File: config.mk
export PLATFORM = sky130hd
export DESIGN_NAME = vdi_near
export DESIGN_NICKNAME = d
export VERILOG_FILES = /design/src/rtl/vertex_dedup_indexer_macros.svh /design/src/rtl/vdi_pkg.sv /design/src/rtl/vdi_near.sv
export SDC_FILE = /design/constraint.sdc
export NUM_CORES = 1
export LEC_CHECK = 0
export ABC_AREA = 0
export BUFFER_PORTS_ARGS = -buffer_cell sky130_fd_sc_hd__clkbuf_2
export CAP_MARGIN = 30
export CORE_AREA = 3 3 150 152
export DETAILED_ROUTE_END_ITERATION = 6
export DIE_AREA = 0 0 153 155
export GPL_TIMING_DRIVEN = 0
export PLACE_DENSITY = 0.82
export SETUP_SLACK_MARGIN = 0.1
export SLEW_MARGIN = 10
export SYNTH_ARGS = -nofsm -noshare
export SYNTH_HDL_FRONTEND = slang
export SYNTH_SLANG_ARGS = --single-unit
File: constraint.sdc
create_clock -name vclk -period 17.3
set_clock_uncertainty 0.1 [all_clocks]
set_input_delay 2.595 -clock vclk [all_inputs]
set_output_delay 2.595 -clock vclk [all_outputs]
set_load 0.01 [all_outputs]
File: src/rtl/vertex_dedup_indexer_macros.svh
// Assertion macros shared by the vertex deduplication indexer RTL.
`ifndef VERTEX_DEDUP_INDEXER_MACROS_SVH
`define VERTEX_DEDUP_INDEXER_MACROS_SVH

`ifndef NO_ASSERTIONS
// Checks that a condition holds at every clock edge out of reset.
`define VDI_ASSERT(label, cond) \
  label: assert property (@(posedge clk_i) disable iff (!rst_ni) (cond)) \
    else $error("vertex_dedup_indexer: invariant violated");
// Checks that a trigger is followed by a consequence in the next cycle.
`define VDI_ASSERT_NEXT(label, trig, cons) \
  label: assert property (@(posedge clk_i) disable iff (!rst_ni) (trig) |=> (cons)) \
    else $error("vertex_dedup_indexer: sequencing violated");
`else
`define VDI_ASSERT(label, cond)
`define VDI_ASSERT_NEXT(label, trig, cons)
`endif

`endif

File: src/rtl/vdi_pkg.sv
// Shared constants, types and state codes of the vertex deduplication indexer.
package vdi_pkg;

  // Table size and derived widths.
  localparam int MaxVertices = 1024;
  localparam int IdxW        = $clog2(MaxVertices);
  localparam int CntW        = IdxW + 1;

  // Fixed field widths.
  localparam int CoordW  = 32;
  localparam int TolW    = 31;
  localparam int OutIdxW = 10;

  // Tolerance after reset: 0.01 in Q16.16, rounded down.
  localparam logic [TolW-1:0] TolReset = TolW'(655);

  // One vertex as held in a table cell.
  typedef struct packed {
    logic signed [CoordW-1:0] x;
    logic signed [CoordW-1:0] y;
    logic signed [CoordW-1:0] z;
  } vertex_t;

  // One result word.
  typedef struct packed {
    logic [OutIdxW-1:0] index;
    logic               is_new;
    logic               full;
  } result_t;

  // Sequencer states.
  typedef enum logic [2:0] {
    ST_IDLE = 3'b001,
    ST_SCAN = 3'b010,
    ST_DONE = 3'b100
  } state_e;

endpackage

File: src/rtl/vdi_near.sv
// Per-axis tolerance compare between the probe vertex and the entry at the ring head.
module vdi_near (
  input  vdi_pkg::vertex_t                 probe_i,
  input  vdi_pkg::vertex_t                 entry_i,
  input  logic [vdi_pkg::TolW-1:0]         tol_i,
  output logic                             near_o
);

  localparam int DiffW = vdi_pkg::CoordW + 1;

  logic signed [DiffW-1:0] dx, dy, dz;
  logic        [DiffW-1:0] mx, my, mz;
  logic        [DiffW-1:0] tol_ext;

  // Differences at one extra bit cannot wrap; magnitudes fit unsigned.
  always_comb begin
    dx = {probe_i.x[vdi_pkg::CoordW-1], probe_i.x} - {entry_i.x[vdi_pkg::CoordW-1], entry_i.x};
    dy = {probe_i.y[vdi_pkg::CoordW-1], probe_i.y} - {entry_i.y[vdi_pkg::CoordW-1], entry_i.y};
    dz = {probe_i.z[vdi_pkg::CoordW-1], probe_i.z} - {entry_i.z[vdi_pkg::CoordW-1], entry_i.z};
    mx = dx[DiffW-1] ? DiffW'(-dx) : DiffW'(dx);
    my = dy[DiffW-1] ? DiffW'(-dy) : DiffW'(dy);
    mz = dz[DiffW-1] ? DiffW'(-dz) : DiffW'(dz);
    tol_ext = DiffW'(tol_i);
    near_o = (mx < tol_ext) && (my < tol_ext) && (mz < tol_ext);
  end

endmodule
[After elaboration in Yosys (flattened, before gate mapping)]
Cells that the tools add are included.
Storage, ports and cells
  register bits: 0
  logic and storage cells: 14
  output and inout port bits: 1
  input port bits: 223
Operators by class
  reduce and logical (&&, ||, !) cells: 2
  add/sub/neg operators: 6
  muxes and demuxes: 3
  $lt $le $gt $ge: 3
Operators with widths (number)
  33-bit by 31-bit < comparator with 1-bit output: 3
  33-bit two-way mux: 3
  33-bit negator: 3
  32-bit by 32-bit subtractor with 33-bit output: 3
  1-bit logical AND: 2

[Longest topological paths before layout]
  depth in word-level cells: 6
  mapped depth: 27
  depth with buffers taken out: 25

[Worst setup path before layout]
Ideal clock, no wire load.
  path kind: input port to output port
  start: in probe_i[32] (netlist bit)
  end: out near_o
  setup slack: 6.831 ns
  data required time: 14.605 ns
  data arrival time: 7.774 ns
  cell stages on the path: 25
  cells stage by stage: inv_1 > ha_1 > fa_1 > and2b_1 > o2111ai_2 > a21oi_1 > o21a_1 > o2111ai_1 > or4_1 > nor4_1 > nor2b_1 > a21oi_1 > xor2_1 > ha_1 > a21o_1 > a21o_1 > a21o_1 > a21o_1 > a211oi_1 > o311ai_0 > o211ai_1 > nand3b_1 > a211o_1 > a31o_2 > nor4_1
On the way
  word-level cells in the longest chain between the ends: 6
Ends and longest elaborated chain
  start: declaration: line vdi_near.sv:3  | input vdi_pkg::vertex_t probe_i,
  32-bit by 32-bit subtractor with 33-bit output (*): line vdi_near.sv:18  | dy = {probe_i.y[vdi_pkg::CoordW-1], probe_i.y} - {entry_i.y[vdi_pkg::CoordW-1], entry_i.y};
  33-bit negator: line vdi_near.sv:21  | my = dy[DiffW-1] ? DiffW'(-dy) : DiffW'(dy);
  33-bit two-way mux (*): line vdi_near.sv:21
  33-bit by 31-bit < comparator with 1-bit output (*): line vdi_near.sv:24  | near_o = (mx < tol_ext) && (my < tol_ext) && (mz < tol_ext);
  1-bit logical AND (*) (2 in a row): line vdi_near.sv:24
  end: declaration: line vdi_near.sv:6  | output logic near_o
Every way passes the cells marked *; elsewhere a longest branch is shown, timed or not.

[Worst setup path after layout]
  start: in entry_i[77] (netlist bit)
  end: out near_o
On the way
  word-level cells in the longest chain between the ends: 6
Ends and longest elaborated chain
  start: declaration: line vdi_near.sv:4  | input vdi_pkg::vertex_t entry_i,
  32-bit by 32-bit subtractor with 33-bit output (*): line vdi_near.sv:17  | dx = {probe_i.x[vdi_pkg::CoordW-1], probe_i.x} - {entry_i.x[vdi_pkg::CoordW-1], entry_i.x};
  33-bit negator: line vdi_near.sv:20  | mx = dx[DiffW-1] ? DiffW'(-dx) : DiffW'(dx);
  33-bit two-way mux (*): line vdi_near.sv:20
  33-bit by 31-bit < comparator with 1-bit output (*): line vdi_near.sv:24
  1-bit logical AND (*) (2 in a row): line vdi_near.sv:24
Marked as above.

==> metrics.md <==
| Metric | Value |
|---|---|
| Result of the run | `completed` |
| Xor-xnor portion of the synthesized cell area | `12.28%` |
| Iter 0 DRT Violations | `845` |
| Setup repair after global routing missed its margin | `false` |
| Peak supply drop | `0.00001964 V` |
| Synth Area in Adders | `22.97%` |
| Synth Area in Simple Gates | `22.45%` |
| Part of the Yosys area used for sequential elements | `0%` |
| Worst Hold Class | `in2out` |
| Post-Synthesis Net Count | `slightly below 2000` |
| Half-perimeter wire length of the detailed placement result | `approximately 27000 µm` |
| Number of vias per cell after detailed routing | `between 5 and 6` |
| Wire per inst | `roughly 15 µm` |
| Highest fanout seen on the critical path | `10` |
| Logic pwr share | `100.0%` |
| Highest Clock Rate | `0.08489 GHz` |
| Pins Over Slew Limit | `0` |
| Detailed-route via count | `between 10000 and 15000` |
| Hold buffer count at cts | `0` |
| Power density normalized to cell area | `between 50 and 60 nW/µm²` |
| Clock buf count | `0` |
| Switching fraction of total power | `57.50%` |
| Clock power frac | `0%` |
| Hold wc startpoint | `probe_i[63]` |
| Count of port buffers added during placement | `224` |
| Vertical die dimension | `155 µm` |
| Residual DRC count | `0` |
| Total global-route track usage | `23.40%` |
| Smallest hold slack | `5.850 ns` |
| Area of all placed cells without fillers | `12020 µm²` |
| Final number of setup-violating endpoints | `0` |
| Share of layout cells above drive strength 1 | `15.81%` |
| Total congestion overflow | `0` |
| Hold Fails Final Rpt | `0` |
| Register cell area after layout | `0 µm²` |
| Layout sequential cell count | `0` |
| Max cap viols | `0` |
| Initial Util | `49.90%` |
| Area of the core | `21150 µm²` |
| Initial antenna violation count | `0` |
| Yosys cell types | `99` |
| Number of gates resized after cts | `0` |
| Data arrival time of the worst path | `9.09 ns` |
| Final wirelength | `30310 µm` |
| Detail Route Antenna Nets | `0` |
| Measured slew at the worst slew-check pin | `0.8603 ns` |
| Wire length of the first global-routing pass | `49200 µm` |
| Die area | `approximately 24000 µm²` |
| Vias in the first global route | `roughly 11000` |
| Lkg Pwr | `slightly above 6 nW` |
| Maximum number of pins on one net before global-route repair | `11` |
| Synth-to-layout area growth | `13.88%` |
| Layout Utilization | `a little under three fifths` |
| WHS Path Cells | `6` |
| Final Instance Count excl. Fillers | `2046` |
| Post-CTS setup buffers | `0` |
| Final Cycle Share | `68.09%` |
| Hold path endpoint | `near_o` |
| Part of the power in registers | `0%` |
| Placed Cells | `between 2000 and 2500` |
| Main combinational cell family by area after synthesis | `compound AO/OA/AOI/OAI gates` |
| Pre-CTS setup slack | `5.682 ns` |
| Post-Route Setup TNS | `0 ns` |
| Total net switching power | `0.3592 mW` |
| Type of the setup path with the least slack | `in2out` |
| Top-level I/O count | `224` |
| Internal power summed over all cells | `0.2655 mW` |
| Setup crit end kind | `output port` |
| Complex-gate fraction of the synthesized area | `~33%` |
| Mux share of post-synthesis cell area | `~1.3%` |
| Final antenna diode count | `0` |
| Site row count | `53` |
| Post-route setup slack | `roughly 5.5 ns` |
| Yosys warnings | `0` |
| Required time at the endpoint of the critical path | `14.61 ns` |
| Time the final worst path needs with I/O delays and setup | `11.78 ns` |
| Netlist area before placement | `around 11000 µm²` |
| Area after DPL | `12020 µm²` |
| Final Power | `roughly 0.62 mW` |
| Critical Path Source Type | `primary input` |
| Normalized max-slew margin | `42.21%` |
| Total Nets Final | `2188` |
| Length of the first detailed-routing pass in iterations | `6` |
| Width of the die | `153 µm` |
| Routability cong. | `0.9253` |
| Per-instance average area after synthesis | `6.823 µm²` |
| Mapped Cells | `1547` |
[cells by family (layout without fill, tap and decap cells)]
kind of cell / after synthesis / after routing
and+or+nand+nor: 466 / 466
adders and majority gates: 192 / 192
muxes: 13 / 13
buffers and inverters: 207 / 431
AOI/OAI and AO/OA: 521 / 521
xor gates and xnor gates: 148 / 148
[how the worst max path moves through the flow]
stage	from	to	slack, ns	cells after the start
after floorplan	probe_i[32]	near_o	6.83	25
after global placement	entry_i[77]	near_o	5.87	26
after detailed placement	entry_i[77]	near_o	5.68	27
after CTS	entry_i[77]	near_o	5.65	27
after global routing	entry_i[73]	near_o	5.12	27
final	entry_i[77]	near_o	5.52	27
[synth_stat cells (11+ instances only)]
| cell | instances | area share, % |
|---|---|---|
| ha_1 | 189 | 22 |
| inv_1 | 160 | 5.7 |
| a21oi_1 | 142 | 6.7 |
| nand2_1 | 135 | 4.8 |
| nor2_1 | 119 | 4.2 |
| o21ai_0 | 90 | 4.3 |
| xnor2_1 | 89 | 7.4 |
| a21o_1 | 68 | 4.8 |
| xor2_1 | 59 | 4.9 |
| clkbuf_1 | 37 | 1.3 |
| nor3_1 | 30 | 1.4 |
| nand3_1 | 27 | 1.3 |
| nand4_1 | 27 | 1.6 |
| o211ai_1 | 27 | 1.9 |
| o21a_1 | 26 | 1.8 |
| a211oi_1 | 18 | 1.3 |
| and2_1 | 15 | 0.89 |
| nor4_1 | 15 | 0.89 |
| o21ai_1 | 14 | 0.66 |
| or3_1 | 14 | 0.83 |
| a31oi_1 | 13 | 0.77 |
| and3_1 | 12 | 0.71 |
| o2111ai_1 | 12 | 1.0 |
| o31ai_1 | 11 | 0.78 |
[cells in the final DEF, fill, tap and decap left out, types with 18 or more instances in the layout]
cell	count
nor3_1	30
xnor2_1	89
xor2_1	59
nand4_1	27
o211ai_1	27
a211oi_1	18
a21oi_1	142
ha_1	189
o21ai_0	90
o21a_1	26
inv_1	160
nand3_1	27
clkbuf_1	37
nor2_1	119
nand2_1	135
a21o_1	68
clkbuf_2	224
[power groups by stage]
stage                     combinational (mW)  clock [mW]  sequential (mW)
after floorplan                        0.470           0                0
after global placement                 0.591           0                0
after detailed placement               0.611           0                0
after CTS                              0.616           0                0
after global routing                   0.696           0                0
final                                  0.625           0                0
[area by class of cell]
class / instances / area [µm²]
repair buffers: 224 / 1121
fillers: 2102 / 9134
well taps: 275 / 344.1
multi-input cells: 1340 / 9759
inverters: 160 / 600.6
plain buffers: 47 / 195.2
[metal layers]
layer	wire length, µm	vias to the layer above	GRT usage [%]
met3	1675	28	1.252
met5	0	-	0
li1	-	6125	-
met1	14370	5394	32.75
met2	13830	390	41.07
met4	438	0	2.758
[critical path, cell delays in order]
cell and delay, ns:
clkbuf_2 0.08, inv_1 0.03, ha_1 0.35, a21oi_1 0.30, o211ai_1 0.16, a21boi_0 0.55
a21boi_1 0.18, o211a_1 0.28, o21a_1 0.18, o21a_1 0.20, o31ai_1 0.72, clkbuf_1 0.47
nand2_1 0.12, o21ai_0 0.13, ha_1 0.27, a21boi_0 0.12, o21a_1 0.17, o211ai_1 0.16
a21oi_1 0.09, a211oi_1 0.26, o21ai_0 0.12, a221oi_1 0.28, o21ai_0 0.12, a211o_1 0.33
a31o_2 0.22, nor4_1 0.39, clkbuf_2 0.22
No activity file was read; power rests on OpenSTA's default activity.
