### src/rtl/vertex_dedup_indexer_macros.svh
// Assertion macros shared by the vertex deduplication indexer RTL.
`ifndef VERTEX_DEDUP_INDEXER_MACROS_SVH
`define VERTEX_DEDUP_INDEXER_MACROS_SVH

`ifndef NO_ASSERTIONS
// Checks that a condition holds at every clock edge out of reset.
`define VDI_ASSERT(label, cond) \
  label: assert property (@(posedge clk_i) disable iff (!rst_ni) (cond)) \
    else $error("vertex_dedup_indexer: invariant violated");
// Checks that a trigger is followed by a consequence in the next cycle.
`define VDI_ASSERT_NEXT(label, trig, cons) \
  label: assert property (@(posedge clk_i) disable iff (!rst_ni) (trig) |=> (cons)) \
    else $error("vertex_dedup_indexer: sequencing violated");
`else
`define VDI_ASSERT(label, cond)
`define VDI_ASSERT_NEXT(label, trig, cons)
`endif

`endif

### src/rtl/vdi_pkg.sv
// Shared constants, types and state codes of the vertex deduplication indexer.
package vdi_pkg;

  // Table size and derived widths.
  localparam int MaxVertices = 1024;
  localparam int IdxW        = $clog2(MaxVertices);
  localparam int CntW        = IdxW + 1;

  // Fixed field widths.
  localparam int CoordW  = 32;
  localparam int TolW    = 31;
  localparam int OutIdxW = 10;

  // Tolerance after reset: 0.01 in Q16.16, rounded down.
  localparam logic [TolW-1:0] TolReset = TolW'(655);

  // One vertex as held in a table cell.
  typedef struct packed {
    logic signed [CoordW-1:0] x;
    logic signed [CoordW-1:0] y;
    logic signed [CoordW-1:0] z;
  } vertex_t;

  // One result word.
  typedef struct packed {
    logic [OutIdxW-1:0] index;
    logic               is_new;
    logic               full;
  } result_t;

  // Sequencer states.
  typedef enum logic [2:0] {
    ST_IDLE = 3'b001,
    ST_SCAN = 3'b010,
    ST_DONE = 3'b100
  } state_e;

endpackage

### src/rtl/vdi_cell.sv
// One table cell: holds one stored vertex and hands it to its neighbor on a shift.
module vdi_cell (
  input  logic             clk_i,
  input  logic             shift_i,
  input  vdi_pkg::vertex_t vtx_i,
  output vdi_pkg::vertex_t vtx_o
);

  vdi_pkg::vertex_t vtx_q;

  // Payload register, loaded from the neighbor while the ring rotates.
  always_ff @(posedge clk_i) begin
    if (shift_i) begin
      vtx_q <= vtx_i;
    end
  end

  assign vtx_o = vtx_q;

endmodule

### config.mk
export PLATFORM = sky130hd
export DESIGN_NAME = vdi_cell
export DESIGN_NICKNAME = d
export VERILOG_FILES = /design/src/rtl/vertex_dedup_indexer_macros.svh /design/src/rtl/vdi_pkg.sv /design/src/rtl/vdi_cell.sv
export SDC_FILE = /design/constraint.sdc
export NUM_CORES = 1
export LEC_CHECK = 0
export BUFFER_PORTS_ARGS = -buffer_cell sky130_fd_sc_hd__buf_2
export CAP_MARGIN = 0
export CORE_UTILIZATION = 36
export CTS_CLUSTER_SIZE = 20
export DETAILED_ROUTE_END_ITERATION = 8
export GPL_ROUTABILITY_DRIVEN = 0
export PLACE_DENSITY_LB_ADDON = 0.15
export SYNTH_ARGS = -nofsm -noshare
export SYNTH_HDL_FRONTEND = slang
export SYNTH_SLANG_ARGS = --single-unit
### constraint.sdc
create_clock -name clk_i -period 0.9 [get_ports clk_i]
set_input_delay 0.045 -clock clk_i [delete_from_list [all_inputs] [get_ports clk_i]]
set_output_delay 0.045 -clock clk_i [all_outputs]
set_load 0.05 [all_outputs]
Word level (Yosys, flattened, before mapping)
Index checks and enable logic that the tools add are counted.
{ "word_totals": {"elab_cells": 3, "register_bits": 96, "in_bits": 98} }

Longest topological paths before layout
Gate-level depths: netlist of the first run.
{ "logic_depth": {"ltp_word": 0, "ltp_mapped": 0, "ltp_nobuf": 0} }

Worst setup path before layout of the first run
OpenSTA, ideal clock, no wires.
{ "synth_timing": {"path_type": "register to output", "start": "register vtx_q, in the netlist vtx_o[0]", "end": "output port vtx_o[0] (netlist bit)", "path_buffers": 0, "required_ns": 0.855, "path_stages_with_launch": 1, "t_arrival_ns": 0.601, "path_slack_ns": 0.254, "cell_sequence": "edfxtp_1"} }
{ "synth_rtl": {"columns": ["element", "line_no", "source"], "rows": [
  ["start: declaration", "vdi_cell.sv:9", "vdi_pkg::vertex_t vtx_q;"],
  ["start signal: assignment", "vdi_cell.sv:14", "vtx_q <= vtx_i;"],
  ["end: declaration", "vdi_cell.sv:6", "output vdi_pkg::vertex_t vtx_o"]
]} }
No word-level cell between the ends.

Worst setup path after layout of the first run
{ "layout_timing": {"start": "register vtx_q, in the netlist vtx_o[28]", "end": "output port vtx_o[28] (netlist bit)"} }
No word-level cell between the ends.

==> run_results.csv, run 1 <==
group,metric,value,unit
status,status,"complete, but fails checks",
status,violations,"setup timing",
yosys,yosys_warnings,0,
global_routing,track_usage,18.25,%
finish,fin_util,74.97,%
critical_path,crit_start,"vtx_o[28]",
timing,finalCritPeriodShare,109.5,%
clocking,clk_pin_slew,0.08,ns
place,port_buffers,193,
yosys,synth_compound_area_share,0,%
finish,drive_above_1_share,51.98,%
yosys,yosys.area.top_type,"edfxtp_1",
global_routing,grt_first_pass_wirelength,11.25,mm
critical_path,slowest_stage,"edfxtp_1",
yosys,synthSimpleGateAreaFrac,0,%
route,wirelength,7.311,mm
route,routedWlPerCell,14.45,um
critical_path,critPathKind,"flop to primary output",
die,pin_count,194,
finish,layout_common_cells,"96 x dlygate4sd3_1, 96 x buf_2, 96 x buf_6, 96 x edfxtp_1, 9 x clkbuf_8",
critical_path,critPathTopFamily,"flip-flops",
yosys,muxShareOfSynthArea,0,%
yosys,synth_area_leaders,"edfxtp_1 100%",
timing,max_freq,1.015,GHz
route,drcViolationCount,0,
route,first_pass_iters,4,
timing,worst_hold_slack,0.03377,ns
critical_path,cp_data_arrival_time,0.94,ns
power_and_ir_drop,p_leak,2.423,nW
timing,setup_viol,96,
critical_path,critPathLaunchType,"flop",
critical_path,max_stage_delay,0.43,ns
critical_path,path_buf_inv,1,
yosys,synth_area,2883,um^2
critical_path,end_kind,"primary output",
power_and_ir_drop,peakVddDrop,1.138,mV
finish,num_antenna_cells,0,
critical_path,crit_fanout,1,
die,core_area,7727,um^2
finish,finalNetCount,498,
timing,period_needed,0.9853,ns
yosys,ys_ff_latch,96,
min_path,hold_path_end,"vtx_o[18]",
yosys,synth_fa_ha_area_share,0,%
timing,finalHoldViolCount,0,
yosys,synth_cells,96,
place,place_ws,0.1200,ns
die,initial_core_util,37.31,%
power_and_ir_drop,cellPowerDensity,1852,nW/um^2
clocking,cts.sinks,96,
route,vias,2100,
die,die_w,91.49,um
yosys,syn_avg_cell_area,30.03,um^2
finish,largest_reg_flops,96,
timing,tightest_slew,0.1638,ns
global_routing,grt_max_degree,31,
min_path,hp-class,"input pin to flop",
critical_path,crit_path_cell_trace,"buf_6",
global_routing,grt_pass1_vias,2371,
finish,nMultiInputCombCells,0,
timing,fin_ws,-0.08532,ns
place,dp_hpwl,4.154,mm
route,drt_iter0_drc,23,
route,via_per_inst,4.150,
clocking,cts.path.max_buffers,2,
die,rows,32,
finish,fin_cells,506,
clocking,cts_setup_buffers,0,
clocking,numCtsBuffers,9,
route,ant_nets,0,
yosys,synth_nets,194,
yosys,synth_top_area_share,100.0,%
place,dp.cells,395,
clocking,clockRootBuffer,"clkbuf_8",
yosys,synth_xor_area_share,0,%
job,max-cap-violations,0,
global_routing,antenna_found_initial,0,
min_path,whs_path_depth,1,
clocking,htreeDepth,3,
yosys,ys_types,1,
finish,fill_cells,474,
min_path,hold_path_startpoint,"shift_i",
timing,rsz0062_at_grt,"true",
clocking,cts_tree,"yes",
die,dieArea,8370,um^2
finish,area_growth,101.0,%
global_routing,overflow,0,
timing,final-max-slew-violation-count,0,
finish,multiInputGateArea,0,um^2
die,die_h,91.49,um
critical_path,cp.required,0.85,ns
finish,ff_latch_area,2883,um^2
yosys,seq_area_frac_synth,100.0,%
timing,slew_headroom,89.08,%
## worst max path at each step
stage / endpoint / depth (start not counted) / slack [ns]
detailed placement: vtx_o[14] / 2 / 0.12
floorplan: vtx_o[0] / 0 / 0.25
CTS: vtx_o[48] / 1 / -0.09
global placement: vtx_o[32] / 2 / 0.13
global route: vtx_o[28] / 1 / -0.13
finish: vtx_o[28] / 1 / -0.09
## through the flow
stage	area, um^2	power (mW)	TNS, ns
final	5793	10.73	-4.306
after floorplan	2883	6.748	0
after detailed placement	4046	7.376	0
after global placement	4046	7.362	0
after CTS	5793	10.80	-5.635
after global routing	5793	11.08	-8.787
## power breakdown
| group | switching (mW) | internal [mW] | leakage, nW |
|---|---|---|---|
| Combinational | 1.56 | 1.08 | 1.40 |
| Clock | 1.36 | 1.25 | 0.0864 |
| Sequential | 0.164 | 5.32 | 0.940 |
| Total | 3.08 | 7.65 | 2.42 |
## cell families after synthesis
family / Yosys count
flip-flops: 96
## cell usage after synthesis
| library cell | instances |
|---|---|
| edfxtp_1 | 96 |
## what timing repair did
| action | 4_1_cts | 5_1_grt |
|---|---|---|
| endpoints found under the hold margin | 96 | 0 |
| gates resized for setup | 192 | 0 |
| hold buffers | 96 | 0 |
| endpoints found under the setup margin | 96 | 96 |
## area by class of cell
cell class	instances	share of cell area, %
tap	102	2.203
sequential	96	49.76
clock buffer	9	2.138
timing repair buffer	293	44.84
clock inverter	6	1.058
## per-layer routing
layer	global-route usage [%]	share of wire, %	vias to the layer above
met3	6.784	8.1	15
li1	-	-	994
met4	7.407	2.4	0
met1	18.39	35	977
met2	33.58	55	114
met5	0	0	-
(Power assumes the default switching activity.)
==> inputs of run 2 (changes only) <==
- PLACE_DENSITY_LB_ADDON: 0.15 -> 0.25
==> run 2 against run 1 <==
  * The run still ends with setup timing left
  * Maximum frequency down 0.22%
  * Critical endpoint is now vtx_o[72]
  * Sequential share of layout area is essentially flat
  * Critical path depth unchanged
  * Cell area about the same
  * Total power grew 0.51%
  * Wire length increased by 8.3%
  * Non-clock buffer count grew 2
==> run_results.csv, run 2 (synthesized netlist as in run 1, its figures left out) <==
group,metric,value,unit
status,status,"complete, but fails checks",
status,violations,"setup timing",
clocking,numCtsBuffers,9,
finish,nMultiInputCombCells,0,
power_and_ir_drop,cellPowerDensity,1860,nW/um^2
place,dp_hpwl,4.135,mm
power_and_ir_drop,peakVddDrop,1.067,mV
global_routing,grt_max_degree,33,
critical_path,crit_fanout,1,
critical_path,critPathTopFamily,"flip-flops",
timing,max_freq,1.013,GHz
die,dieArea,8370,um^2
timing,fin_ws,-0.08747,ns
finish,fin_cells,509,
place,dp.cells,397,
clocking,cts_tree,"yes",
global_routing,antenna_found_initial,0,
route,routedWlPerCell,15.56,um
timing,fin_setup_tns,-4.508,ns
critical_path,path_buf_inv,1,
critical_path,cp_data_arrival_time,0.94,ns
power_and_ir_drop,p_leak,2.425,nW
place,placed_cell_area,4049,um^2
power_and_ir_drop,total_power,10.78,mW
die,die_h,91.49,um
timing,final-max-slew-violation-count,0,
route,dr_wl_met3,781,um
finish,num_antenna_cells,0,
die,rows,32,
critical_path,slowest_stage,"edfxtp_1",
route,wirelength,7.918,mm
clocking,cts.path.max_buffers,2,
clocking,htreeDepth,3,
route,vias,2159,
timing,slew_headroom,87.88,%
clocking,cts.sinks,96,
place,port_buffers,193,
critical_path,max_stage_delay,0.43,ns
finish,design_area,5798,um^2
global_routing,track_usage,19.14,%
timing,period_needed,0.9875,ns
critical_path,crit_path_cell_trace,"buf_6",
global_routing,grt_first_pass_wirelength,11.69,mm
route,topRoutingLayerUsed,"met4",
global_routing,overflow,0,
route,drcViolationCount,0,
route,drt-met1-wl,2.765,mm
die,initial_core_util,37.31,%
route,via_per_inst,4.242,
route,drt_iter0_drc,68,
clocking,clk_pin_slew,0.08,ns
finish,fin_util,75.03,%
timing,tightest_slew,0.1818,ns
finish,area_growth,101.1,%
timing,setup_viol,96,
finish,drive_above_1_share,52.09,%
critical_path,critPathLaunchType,"flop",
die,die_w,91.49,um
min_path,hp-class,"input pin to flop",
critical_path,critPathKind,"flop to primary output",
global_routing,grt_pass1_vias,2319,
finish,layout_common_cells,"96 x dlygate4sd3_1, 96 x buf_2, 96 x buf_6, 96 x edfxtp_1, 9 x clkbuf_8",
finish,largest_reg_flops,96,
finish,multiInputGateArea,0,um^2
die,core_area,7727,um^2
critical_path,end_kind,"primary output",
clocking,cts_setup_buffers,0,
timing,rsz0062_at_grt,"true",
finish,finalNetCount,500,
route,first_pass_iters,4,
timing,finalHoldViolCount,0,
job,max-cap-violations,0,
route,wl_met2,4.245,mm
route,ant_nets,0,
clocking,clockRootBuffer,"clkbuf_8",
timing,finalCritPeriodShare,109.7,%
die,pin_count,194,
critical_path,cp.required,0.85,ns
-- run 2: path summary, 6_finish.rpt --
path              cells after the start  slack, ns       from        end
setup / recovery                      1      -0.09  vtx_o[72]  vtx_o[72]
hold / removal                        1       0.05    shift_i  vtx_o[80]
-- run 2: what timing repair did --
item	in CTS	in global routing
endpoints found under the setup margin	96	96
hold buffers	96	0
cloned	0	0
hold endpoints to repair	96	0
pin swaps	0	0
resized for setup	192	0
-- run 2: cell type report --
type                    instances  area (um^2)
clock buffers                  10        127.6
repair buffers                295         2600
flip-flops and latches         96         2883
clock inverters                 6        60.06
fillers                       428         1929
well taps                     102        127.6
-- run 2: where the power goes --
part / internal (mW) / switching [mW] / leakage [nW]
Clock: 1.27 / 1.38 / 0.0836
Combinational: 1.08 / 1.58 / 1.40
Sequential: 5.32 / 0.167 / 0.940
Total: 7.66 / 3.12 / 2.43
-- run 2: routing by layer --
metal	vias to the layer above	track usage, %
met5	-	0
met4	0	8.201
met3	10	6.784
met2	130	34.90
met1	1019	19.63
li1	1000	-
-- run 2: metrics by stage --
| stage | setup WS (ns) | hold slack [ns] |
|---|---|---|
| after floorplan | 0.2544 | 0.1439 |
| after global placement | 0.09278 | 0.2214 |
| after detailed placement | 0.08534 | 0.2231 |
| after CTS | -0.09304 | 0.04772 |
| after global routing | -0.1329 | 0.04375 |
| final | -0.08747 | 0.05294 |
==> inputs of run 3 (changes only) <==
- CORE_MARGIN: not set -> 2
- CTS_CLUSTER_DIAMETER: not set -> 120
- RECOVER_POWER: not set -> 50
==> run 3 against run 2 <==
  * The run still ends with setup timing left
  * Largest power group unchanged
  * Via count shrank 2.1%
  * Highest routed layer unchanged
  * Global-route usage shrank 0.89 points
  * Final cell count shrank 0.79%
  * Non-clock buffer count shrank 4
  * Sequential power is essentially flat
  * Sequential cell count is the same
  * Clock power is essentially flat
  * Sequential share of layout area grew 0.50 points
  * Wire length grew 1.6%
  * Combinational power is essentially flat
  * Critical path type unchanged
==> run_results.csv, run 3 (synthesized netlist as in run 1, its figures left out) <==
group,metric,value,unit
status,status,"complete, but fails checks",
global_routing,track_usage,18.25,%
power_and_ir_drop,p_switching,3.111,mW
global_routing,met1_usage,19.20,%
global_routing,grtUsageMet3,5.641,%
timing,finalCritPeriodShare,108.6,%
die,die_w,93.49,um
clocking,clockRootBuffer,"clkbuf_8",
global_routing,busiest_layer,"met2",
timing,fin_ws,-0.07717,ns
die,rows,32,
critical_path,critPathKind,"flop to primary output",
route,first_pass_iters,4,
critical_path,crit_path_cell_trace,"buf_6",
finish,largest_reg_flops,96,
clocking,htreeDepth,3,
clocking,clk_pin_slew,0.09,ns
finish,area_growth,99.13,%
min_path,hp-class,"input pin to flop",
critical_path,path_buf_inv,1,
global_routing,grt_first_pass_wirelength,11.70,mm
critical_path,max_stage_delay,0.42,ns
die,die_h,93.49,um
clocking,cts_tree,"yes",
finish,num_antenna_cells,0,
critical_path,end_kind,"primary output",
die,pin_count,194,
timing,max_freq,1.023,GHz
finish,multiInputGateArea,0,um^2
critical_path,critPathTopFamily,"flip-flops",
critical_path,critPathLaunchType,"flop",
power_and_ir_drop,p_int,7.652,mW
route,drcViolationCount,0,
place,port_buffers,193,
timing,final-max-slew-violation-count,0,
critical_path,cp_data_arrival_time,0.93,ns
route,ant_nets,0,
critical_path,cp.required,0.85,ns
clocking,numCtsBuffers,9,
clocking,cts.path.max_buffers,2,
die,core_area,7727,um^2
finish,drive_above_1_share,51.61,%
timing,tightest_slew,0.6818,ns
timing,setup_viol,96,
die,dieArea,8739,um^2
timing,slew_headroom,54.54,%
die,initial_core_util,37.31,%
power_and_ir_drop,combinationalPowerShare,24.4,%
timing,rsz0062_at_grt,"true",
clocking,cts.sinks,96,
global_routing,met2_usage,33.75,%
timing,period_needed,0.9772,ns
power_and_ir_drop,pwr-share-seq,51.0,%
place,place_ws,0.1239,ns
global_routing,overflow,0,
job,max-cap-violations,0,
power_and_ir_drop,peakVddDrop,1.033,mV
power_and_ir_drop,power_frac_clock,24.6,%
finish,layout_common_cells,"96 x dlygate4sd3_1, 96 x buf_2, 96 x buf_6, 96 x edfxtp_1, 9 x clkbuf_8",
critical_path,cp_num_cells,1,
critical_path,crit_fanout,1,
status,violations,"setup timing",
route,drt_iter0_drc,73,
route,wirelength,8.046,mm
global_routing,grt_pass1_vias,2336,
route,via_per_inst,4.186,
finish,fin_util,74.29,%
critical_path,slowest_stage,"edfxtp_1",
global_routing,antenna_found_initial,0,
power_and_ir_drop,p_sw_share,28.90,%
power_and_ir_drop,p_leak,2.395,nW
route,vias,2114,
power_and_ir_drop,cellPowerDensity,1875,nW/um^2
finish,finalNetCount,496,
min_path,whs_path_depth,2,
timing,finalHoldViolCount,0,
finish,nMultiInputCombCells,0,
route,routedWlPerCell,15.93,um
global_routing,grt_max_degree,51,
==> run 3: final cells by class <==
type	instances	area [um^2]
Clock buffer	11	131.4
Clock inverter	5	57.56
Tap cell	102	127.6
Timing Repair Buffer	291	2541
Sequential cell	96	2883
Fill cell	456	1987
==> run 3: final timing paths <==
kind | start | to | slack [ns]
worst max-delay path | vtx_o[74] | vtx_o[74] | -0.08
worst min-delay path | vtx_i[73] | vtx_o[73] | 0.41
==> run 3: power by group through the flow <==
stage               logic [mW]  registers (mW)  clock network, mW
floorplan                    0            6.75                  0
global placement          1.88            5.47                  0
detailed placement        1.89            5.48                  0
CTS                       2.62            5.47               2.75
global route              2.71            5.53               2.92
finish                    2.62            5.49               2.65
==> run 3: timing repair <==
| action | 4_1_cts | 5_1_grt |
|---|---|---|
| gates resized for setup | 192 | 0 |
| setup endpoints to repair | 96 | 96 |
| buffers inserted | 0 | 0 |
| cloned | 0 | 0 |
| endpoints found under the hold margin | 96 | 0 |
| hold buffers | 96 | 0 |
==> run 3: metal layers <==
layer | routed length [um] | vias up
li1 | - | 992
met1 | 2742 | 992
met2 | 4493 | 119
met3 | 698 | 11
met4 | 111 | 0
met5 | 0 | -
==> run 3: stage by stage <==
step                      power [mW]  TNS, ns  hold slack [ns]  instances  cell area, um^2
after detailed placement       7.368        0           0.2231        393             4019
final                          10.76   -4.085           0.4121        505             5741
after global routing           11.15   -8.298           0.3950        505             5741
after CTS                      10.84   -6.168           0.1906        505             5769
after floorplan                6.748        0           0.1439         96             2883
after global placement         7.346        0           0.2211        393             4019
